<file path="config.mk">
export PLATFORM = sky130hd
export DESIGN_NAME = sm3_block_hash_top
export DESIGN_NICKNAME = d
export VERILOG_FILES = /design/src/hw/rtl/sm3_bh_pkg.sv /design/src/hw/rtl/sm3_block_hash_top.sv /design/src/hw/rtl/sm3_bh_sched.sv /design/src/hw/rtl/sm3_bh_round.sv
export VERILOG_INCLUDE_DIRS = /design/src /design/src/hw/rtl
export SDC_FILE = /design/constraint.sdc
export NUM_CORES = 2
export LEC_CHECK = 0
export BUFFER_PORTS_ARGS = -buffer_cell sky130_fd_sc_hd__clkbuf_2
export CORE_UTILIZATION = 50
export CTS_BUF_LIST = sky130_fd_sc_hd__clkbuf_4
export DETAILED_ROUTE_END_ITERATION = 12
export PLACE_DENSITY = 0.75
export SYNTH_ARGS = -nofsm -noshare
export SYNTH_HDL_FRONTEND = slang
export SYNTH_SLANG_ARGS = --single-unit
</file>
<file path="constraint.sdc">
create_clock -name clk -period 54.7 [get_ports clk]
set_clock_uncertainty 0.05 [all_clocks]
set_input_delay 2.735 -clock clk [delete_from_list [all_inputs] [get_ports clk]]
set_output_delay 2.735 -clock clk [all_outputs]
set_load 0.05 [all_outputs]
</file>
<file path="src/hw/rtl/sm3_block_hash_top_defines.svh">
// Assertion helpers for the SM3 block hash engine.
// Each macro expects clk and rst_n in scope.
`ifndef SM3_BLOCK_HASH_TOP_DEFINES_SVH
`define SM3_BLOCK_HASH_TOP_DEFINES_SVH

// Same-cycle implication, checked outside reset
`define SM3BH_ASSERT_NOW(lbl, ante, cons, msg) \
  lbl: assert property (@(posedge clk) disable iff (!rst_n) (ante) |-> (cons)) else $error(msg);

// Next-cycle implication, checked outside reset
`define SM3BH_ASSERT_NEXT(lbl, ante, cons, msg) \
  lbl: assert property (@(posedge clk) disable iff (!rst_n) (ante) |=> (cons)) else $error(msg);

`endif

</file>
<file path="src/hw/rtl/sm3_bh_pkg.sv">
package sm3_bh_pkg;

  typedef logic [31:0] word_t;
  // Working registers / chaining value; element 0 is register A
  typedef logic [7:0][31:0] regs_t;

  localparam int BlockWords  = 16;
  localparam int NumRounds   = 64;
  localparam int XorRounds   = 16;
  localparam int DigestWords = 8;

  localparam word_t T_LOW  = 32'h79CC4519;
  localparam word_t T_HIGH = 32'h7A879D8A;

  localparam regs_t SM3_IV = {
    32'hB0FB0E4E, 32'hE38DEE4D, 32'h163138AA, 32'hA96F30BC,
    32'hDA8A0600, 32'h172442D7, 32'h4914B2B9, 32'h7380166F
  };

  typedef enum logic [1:0] {
    ST_LOAD,
    ST_ROUND,
    ST_EMIT
  } fsm_t;

  typedef struct packed {
    logic shift;
    logic load;
  } sched_ctl_t;

  function automatic word_t rotl(input word_t x, input logic [4:0] n);
    logic [63:0] tmp;
    tmp = {x, x} << n;
    return tmp[63:32];
  endfunction

  function automatic word_t perm0(input word_t x);
    return x ^ rotl(x, 5'd9) ^ rotl(x, 5'd17);
  endfunction

  function automatic word_t perm1(input word_t x);
    return x ^ rotl(x, 5'd15) ^ rotl(x, 5'd23);
  endfunction

endpackage

</file>
<file path="src/hw/rtl/sm3_block_hash_top.sv">
// SM3 compression engine over pre-padded 512-bit blocks.
// Input: present one 32-bit message word per transfer on in_message_word,
//   word 0 of a block first, with start high; a transfer happens on a
//   rising edge where start is high and busy is low. in_first_block and
//   in_last_block are sampled only with the sixteenth word of a block:
//   first reloads the standard IV, last requests the digest.
// The first fifteen words of a block fill the schedule window. The sixteenth
//   word starts 64 compression rounds, one per cycle through a single shared
//   round unit, with the message schedule expanded on the fly in a 16-word
//   sliding window; busy stays high throughout.
// After a last block the eight digest words follow, A first, one per cycle
//   with out_valid high, out_word_index 0..7 and out_last_word on the
//   eighth; busy stays high meanwhile. The receiver cannot stall them.
// The first digest word is driven once the last round of a last block has
//   been folded into the chaining value.
// Words of a new block are not taken while a compression or digest is running.
// Without a first flag the chain continues from the current value.
// Reset (rst_n low, synchronous) returns the word counter to zero, the
//   chaining value to the IV and drops any block in progress.
`include "sm3_block_hash_top_defines.svh"

module sm3_block_hash_top (
  input  logic        clk,
  input  logic        rst_n,
  input  logic        start,
  output logic        busy,
  input  logic [31:0] in_message_word,
  input  logic        in_first_block,
  input  logic        in_last_block,
  output logic        out_valid,
  output logic [31:0] out_digest_word,
  output logic [2:0]  out_word_index,
  output logic        out_last_word
);
  import sm3_bh_pkg::*;

  localparam logic [3:0] LastWord  = 4'(BlockWords - 1);
  localparam logic [5:0] LastRound = 6'(NumRounds - 1);
  localparam logic [2:0] LastIdx   = 3'(DigestWords - 1);

  fsm_t       state_r, state_nxt;
  logic [3:0] word_cnt_r;
  logic [5:0] round_r;
  logic [2:0] idx_r;
  logic       last_r;
  regs_t      work_r;
  regs_t      chain_r;
  regs_t      round_out;
  word_t      w, wp;
  sched_ctl_t sched_ctl;
  logic       accept;
  logic       block_done;

  assign accept     = start && (state_r == ST_LOAD);
  assign block_done = accept && (word_cnt_r == LastWord);

  sm3_bh_sched u_sched (
    .clk    (clk),
    .ctl_i  (sched_ctl),
    .word_i (in_message_word),
    .w_o    (w),
    .wp_o   (wp)
  );

  sm3_bh_round u_round (
    .work_i  (work_r),
    .w_i     (w),
    .wp_i    (wp),
    .round_i (round_r),
    .work_o  (round_out)
  );

  // Next state
  always_comb begin
    state_nxt = state_r;
    unique case (state_r)
      ST_LOAD: begin
        if (block_done) state_nxt = ST_ROUND;
      end
      ST_ROUND: begin
        if (round_r == LastRound) state_nxt = last_r ? ST_EMIT : ST_LOAD;
      end
      ST_EMIT: begin
        if (idx_r == LastIdx) state_nxt = ST_LOAD;
      end
      default: state_nxt = ST_LOAD;
    endcase
  end

  // Outputs and datapath controls
  always_comb begin
    busy            = (state_r != ST_LOAD);
    out_valid       = (state_r == ST_EMIT);
    out_digest_word = chain_r[idx_r];
    out_word_index  = idx_r;
    out_last_word   = out_valid && (idx_r == LastIdx);
    sched_ctl.load  = accept;
    sched_ctl.shift = accept || (state_r == ST_ROUND);
  end

  // Control state and chaining value
  always_ff @(posedge clk) begin
    if (!rst_n) begin
      state_r    <= ST_LOAD;
      word_cnt_r <= '0;
      round_r    <= '0;
      idx_r      <= '0;
      last_r     <= 1'b0;
      chain_r    <= SM3_IV;
    end else begin
      state_r <= state_nxt;
      if (accept) begin
        word_cnt_r <= word_cnt_r + 4'd1;
      end
      if (block_done) begin
        last_r <= in_last_block;
        if (in_first_block) chain_r <= SM3_IV;
      end
      if (state_r == ST_ROUND) begin
        // advance the round; fold the result into the chain after the last one
        round_r <= round_r + 6'd1;
        if (round_r == LastRound) chain_r <= chain_r ^ round_out;
      end
      if (state_r == ST_EMIT) begin
        idx_r <= idx_r + 3'd1;
      end
    end
  end

  // Working registers A..H: hold between blocks, load at block start
  always_ff @(posedge clk) begin
    if (!rst_n) begin
      work_r <= '0;
    end else if (block_done) begin
      work_r <= in_first_block ? SM3_IV : chain_r;
    end else if (state_r == ST_ROUND) begin
      work_r <= round_out;
    end
  end

  `SM3BH_ASSERT_NOW(a_valid_busy, out_valid, busy, "digest transfer while idle")
  `SM3BH_ASSERT_NEXT(a_block_start, start && !busy && (word_cnt_r == LastWord),
                     busy && (round_r == 6'd0), "compression did not start at round zero")
  `SM3BH_ASSERT_NEXT(a_emit_burst, out_valid && !out_last_word, out_valid,
                     "digest burst broken before its final word")
  `SM3BH_ASSERT_NEXT(a_no_emit_mid, (state_r == ST_ROUND) && (round_r == LastRound) && !last_r,
                     !busy && !out_valid, "block without last flag did not return to load")

endmodule

</file>
<file path="src/hw/rtl/sm3_bh_sched.sv">
module sm3_bh_sched (
  input  logic                    clk,
  input  sm3_bh_pkg::sched_ctl_t  ctl_i,
  input  sm3_bh_pkg::word_t       word_i,
  output sm3_bh_pkg::word_t       w_o,
  output sm3_bh_pkg::word_t       wp_o
);
  import sm3_bh_pkg::*;

  // Sliding window: entry k holds W[j+k] during round j
  word_t win_r [BlockWords];
  word_t expand;

  always_comb begin
    expand = perm1(win_r[0] ^ win_r[7] ^ rotl(win_r[13], 5'd15))
             ^ rotl(win_r[3], 5'd7) ^ win_r[10];
  end

  always_ff @(posedge clk) begin
    if (ctl_i.shift) begin
      for (int k = 0; k < BlockWords - 1; k++) begin
        win_r[k] <= win_r[k + 1];
      end
      win_r[BlockWords - 1] <= ctl_i.load ? word_i : expand;
    end
  end

  assign w_o  = win_r[0];
  assign wp_o = win_r[0] ^ win_r[4];

endmodule

</file>
<file path="src/hw/rtl/sm3_bh_round.sv">
module sm3_bh_round (
  input  sm3_bh_pkg::regs_t  work_i,
  input  sm3_bh_pkg::word_t  w_i,
  input  sm3_bh_pkg::word_t  wp_i,
  input  logic [5:0]         round_i,
  output sm3_bh_pkg::regs_t  work_o
);
  import sm3_bh_pkg::*;

  word_t a, b, c, d, e, f, g, h;
  word_t a12, tj, ss1, ss2, ff, gg, tt1, tt2;
  logic  xor_phase;

  always_comb begin
    {h, g, f, e, d, c, b, a} = work_i;
    xor_phase = (round_i < 6'(XorRounds));
    tj  = xor_phase ? T_LOW : T_HIGH;
    a12 = rotl(a, 5'd12);
    ss1 = rotl(a12 + e + rotl(tj, round_i[4:0]), 5'd7);
    ss2 = ss1 ^ a12;
    if (xor_phase) begin
      ff = a ^ b ^ c;
      gg = e ^ f ^ g;
    end else begin
      ff = (a & b) | (a & c) | (b & c);
      gg = (e & f) | (~e & g);
    end
    tt1 = ff + d + ss2 + wp_i;
    tt2 = gg + h + ss1 + w_i;
    work_o = {g, rotl(f, 5'd19), e, perm0(tt2), c, rotl(b, 5'd9), a, tt1};
  end

endmodule

</file>
==> out/metrics.csv <==
stage,metric,value,unit
sta,Slew Limit Fails,0,
setup_path,Crit. End Element,flop,
setup_path,Critical Path Max Stage Delay,0.72,ns
yosys,Unique masters post-synth,93,
yosys,Mapped Cells,5253,
power,Tot Pwr,1.72,mW
sta,Least-Margin Pin Slew,1.33,ns
clock_network,cts hold-fix bufs,0,
global_route,M1 GR Usage,44.2,%
sta,Final Cycle Share,20.4,%
yosys,mapped cell area,54000,sq um
global_route,largest net degree at the start of global routing,218,
power,Internal Power,1.27,mW
die,row count,120,
final_layout,NumNets Final,5652,
die,DIE HEIGHT,331,um
min_path,Hold Crit Class,flop to flop,
final_layout,Area growth syn-to-layout,8.94,%
yosys,Syn Nets,5580,
sta,Setup WS post-layout,43.55,ns
final_layout,# fillers,9152,
sta,RSZ-0062 raised after global routing,no,
yosys,most frequent cell after synthesis,nand2_1,
yosys,ys async rst share,0,%
setup_path,Startpoint Class,flop,
sta,maximum operating frequency,0.0897,GHz
setup_path,slowest CP cell,o41ai_1,
clock_network,CTS tree,built,
global_route,layer with the highest usage,met2,
clock_network,clk slew on worst S/H paths,0.07,ns
yosys,Area contributors post-synth,"edfxtp_1, dfxtp_1, fa_1",
yosys,largest area contributor in the netlist,edfxtp_1,
final_layout,fin area,58800,sq um
yosys,ys flop type,dfxtp_1,
die,die width,331,um
power,PwrDens,29.3,nW/um^2
clock_network,Post-CTS Setup Inserts,0,
place,"Cell Area, Placed",55400,sq um
global_route,antenna violations before repair,13,
drt,DR WL/cell,26.3,um
power,net switching power figure,450,uW
power,Static Leak,22.3,nW
drt,DRC errors left,0,
place,hpwl dp,128000,um
global_route,GRT Total Usage,33.1,%
drt,drt via density,6.13,
yosys,yosys synthesis warning count,0,
yosys,synthesized flop and latch total,1040,
drt,via count,42400,
final_layout,layout cell share with drive strength beyond 1,13.1,%
power,IR Drop Worst-Case VDD,16.0,uV
drt,First-pass DRT Iterations,9,
global_route,first-pass GRT wire length,263000,um
setup_path,WP buf/inv,6,
yosys,top cell type's share of synthesized area,28.5,%
setup_path,CP Max Fanout,50,
global_route,vias in the first global route,40100,
clock_network,Worst-Skew Late Latency,1.22,ns
yosys,syn avg cell area,10.3,sq um
status,outcome,"finished, final reports clean",
die,DIE AREA,109000,sq um
die,Core Area,107000,sq um
power,Seq pwr share,50.4,%
sta,Max transition margin,11.5,%
place,global placement routability congestion,1.04,
setup_path,CP top delay family,compound AO/OA/AOI/OAI gates,
yosys,most frequent cells after synthesis,"nand2_1, dfxtp_1, edfxtp_1, a21oi_1, o21ai_0",
sta,shortest period the worst path allows,11.15,ns
die,Initial Util,50.5,%
setup_path,reg2reg setup slack,43.55,ns
setup_path,Crit path required time,55.65,ns
sta,hold violation count in the final report,0,
place,# port buffers,74,
global_route,GR met2 Demand/Resource,47.1,%
setup_path,"Worst Path Class, Setup",flop to flop,
global_route,met3 usage in global routing,9.42,%
setup_path,"Arr. time, crit path",12.10,ns
power,Gate power share,10.0,%
sta,total negative slack,0,ns
yosys,"EDFF count, synth",512,
run,Max Cap Viol,0,
place,DP Cell Count,6438,
clock_network,Num Clock Sinks,1040,
place,Post-Place Setup Slack,43.90,ns
clock_network,H-tree depth,5,
final_layout,non-filler cells in the finished layout,6919,
power,Clk network pwr share,39.6,%
clock_network,Root Buffer,clkbuf_4,
drt,DRT antenna net count,0,
sta,final setup violation count,0,
global_route,GRT overflow,0,
drt,Total Wirelength,182000,um
clock_network,clock buffer depth,4,
die,io pins,75,
yosys,register area share after synthesis,48.0,%
clock_network,post-CTS resize count,0,
clock_network,CTS buffer count,288,
power,switching part of the total power,26.1,%
drt,1st-iter DRT viols,5777,
## registers in the layout, indices dropped and copies added (netlist names)
register / flops
state_r: 2
chain_r: 256
last_r: 1
out_word_index: 3
word_cnt_r: 4
round_r: 6
work_r: 256
u_sched.win_r: 512
## through the flow
stage,utilization (%),hold WS (ns)
after floorplan,-,0.350
after global placement,51.8,0.350
after detailed placement,51.8,0.355
after CTS,55.0,0.303
after global routing,55.0,0.309
final,55.0,0.310
## per-layer routing
layer	routed length [um]	vias to the layer above
met1	71300	20600
met5	87	-
met3	21000	485
met4	12800	14
li1	-	18700
met2	76800	2605
## path summary, 6_finish.rpt
kind / to / from / cells after the start
setup reg to reg: chain_r[31] / round_r[4] / 41
hold reg to reg: u_sched.win_r[3][49] / u_sched.win_r[4][17] / 0
hold / removal: u_sched.win_r[3][49] / u_sched.win_r[4][17] / 0
setup / recovery: chain_r[31] / round_r[4] / 41
## power groups by stage
stage	logic, mW	clock network, mW	registers (mW)
global route	0.183	0.733	0.869
detailed placement	0.168	0	0.884
floorplan	0.117	0	0.903
CTS	0.170	0.692	0.867
global placement	0.167	0	0.882
finish	0.172	0.683	0.868
## cell families (layout without fill, tap and decap cells)
group                    Yosys count  after routing  synth area share [%]
AO/OA/AOI/OAI                   1276           1276                  14.0
XOR/XNOR                         523            523                  8.76
adder cells (fa/ha/maj)          292            292                  9.37
buffers and inverters            596            852                  4.17
flip-flops                      1040           1040                  48.0
multiplexers                     172            172                  4.75
other                              0              7                     0
AND/OR/NAND/NOR                 1354           1354                  10.9
## final cells by class
class	instances	area [sq um]	area share, %
diodes	7	17.5	0.0298
clock buffers	421	3160	5.37
clock inverters	53	259	0.440
inverters	247	933	1.59
multi-input cells	3617	25900	44.0
flip-flops and latches	1040	26000	44.1
well taps	1403	1760	2.98
repair buffers	131	853	1.45
## cells in the final DEF (no fill, tap or decap), types with 24 or more instances in the layout
cell	instances
nand2_1	690
dfxtp_1	524
edfxtp_1	512
a21oi_1	422
clkbuf_4	421
o21ai_0	417
xnor2_1	311
nor2_1	265
inv_1	244
xor2_1	199
fa_1	188
and3_1	132
a31oi_1	121
ha_1	102
nand3_1	87
a22oi_1	83
clkbuf_2	72
mux2i_1	71
mux4_2	64
nor3_1	62
buf_4	55
a21o_1	46
clkinv_1	43
mux2_2	37
o221ai_1	26
o211ai_1	24
or3_1	24
Note: power is estimated with default switching activity, not from simulation.
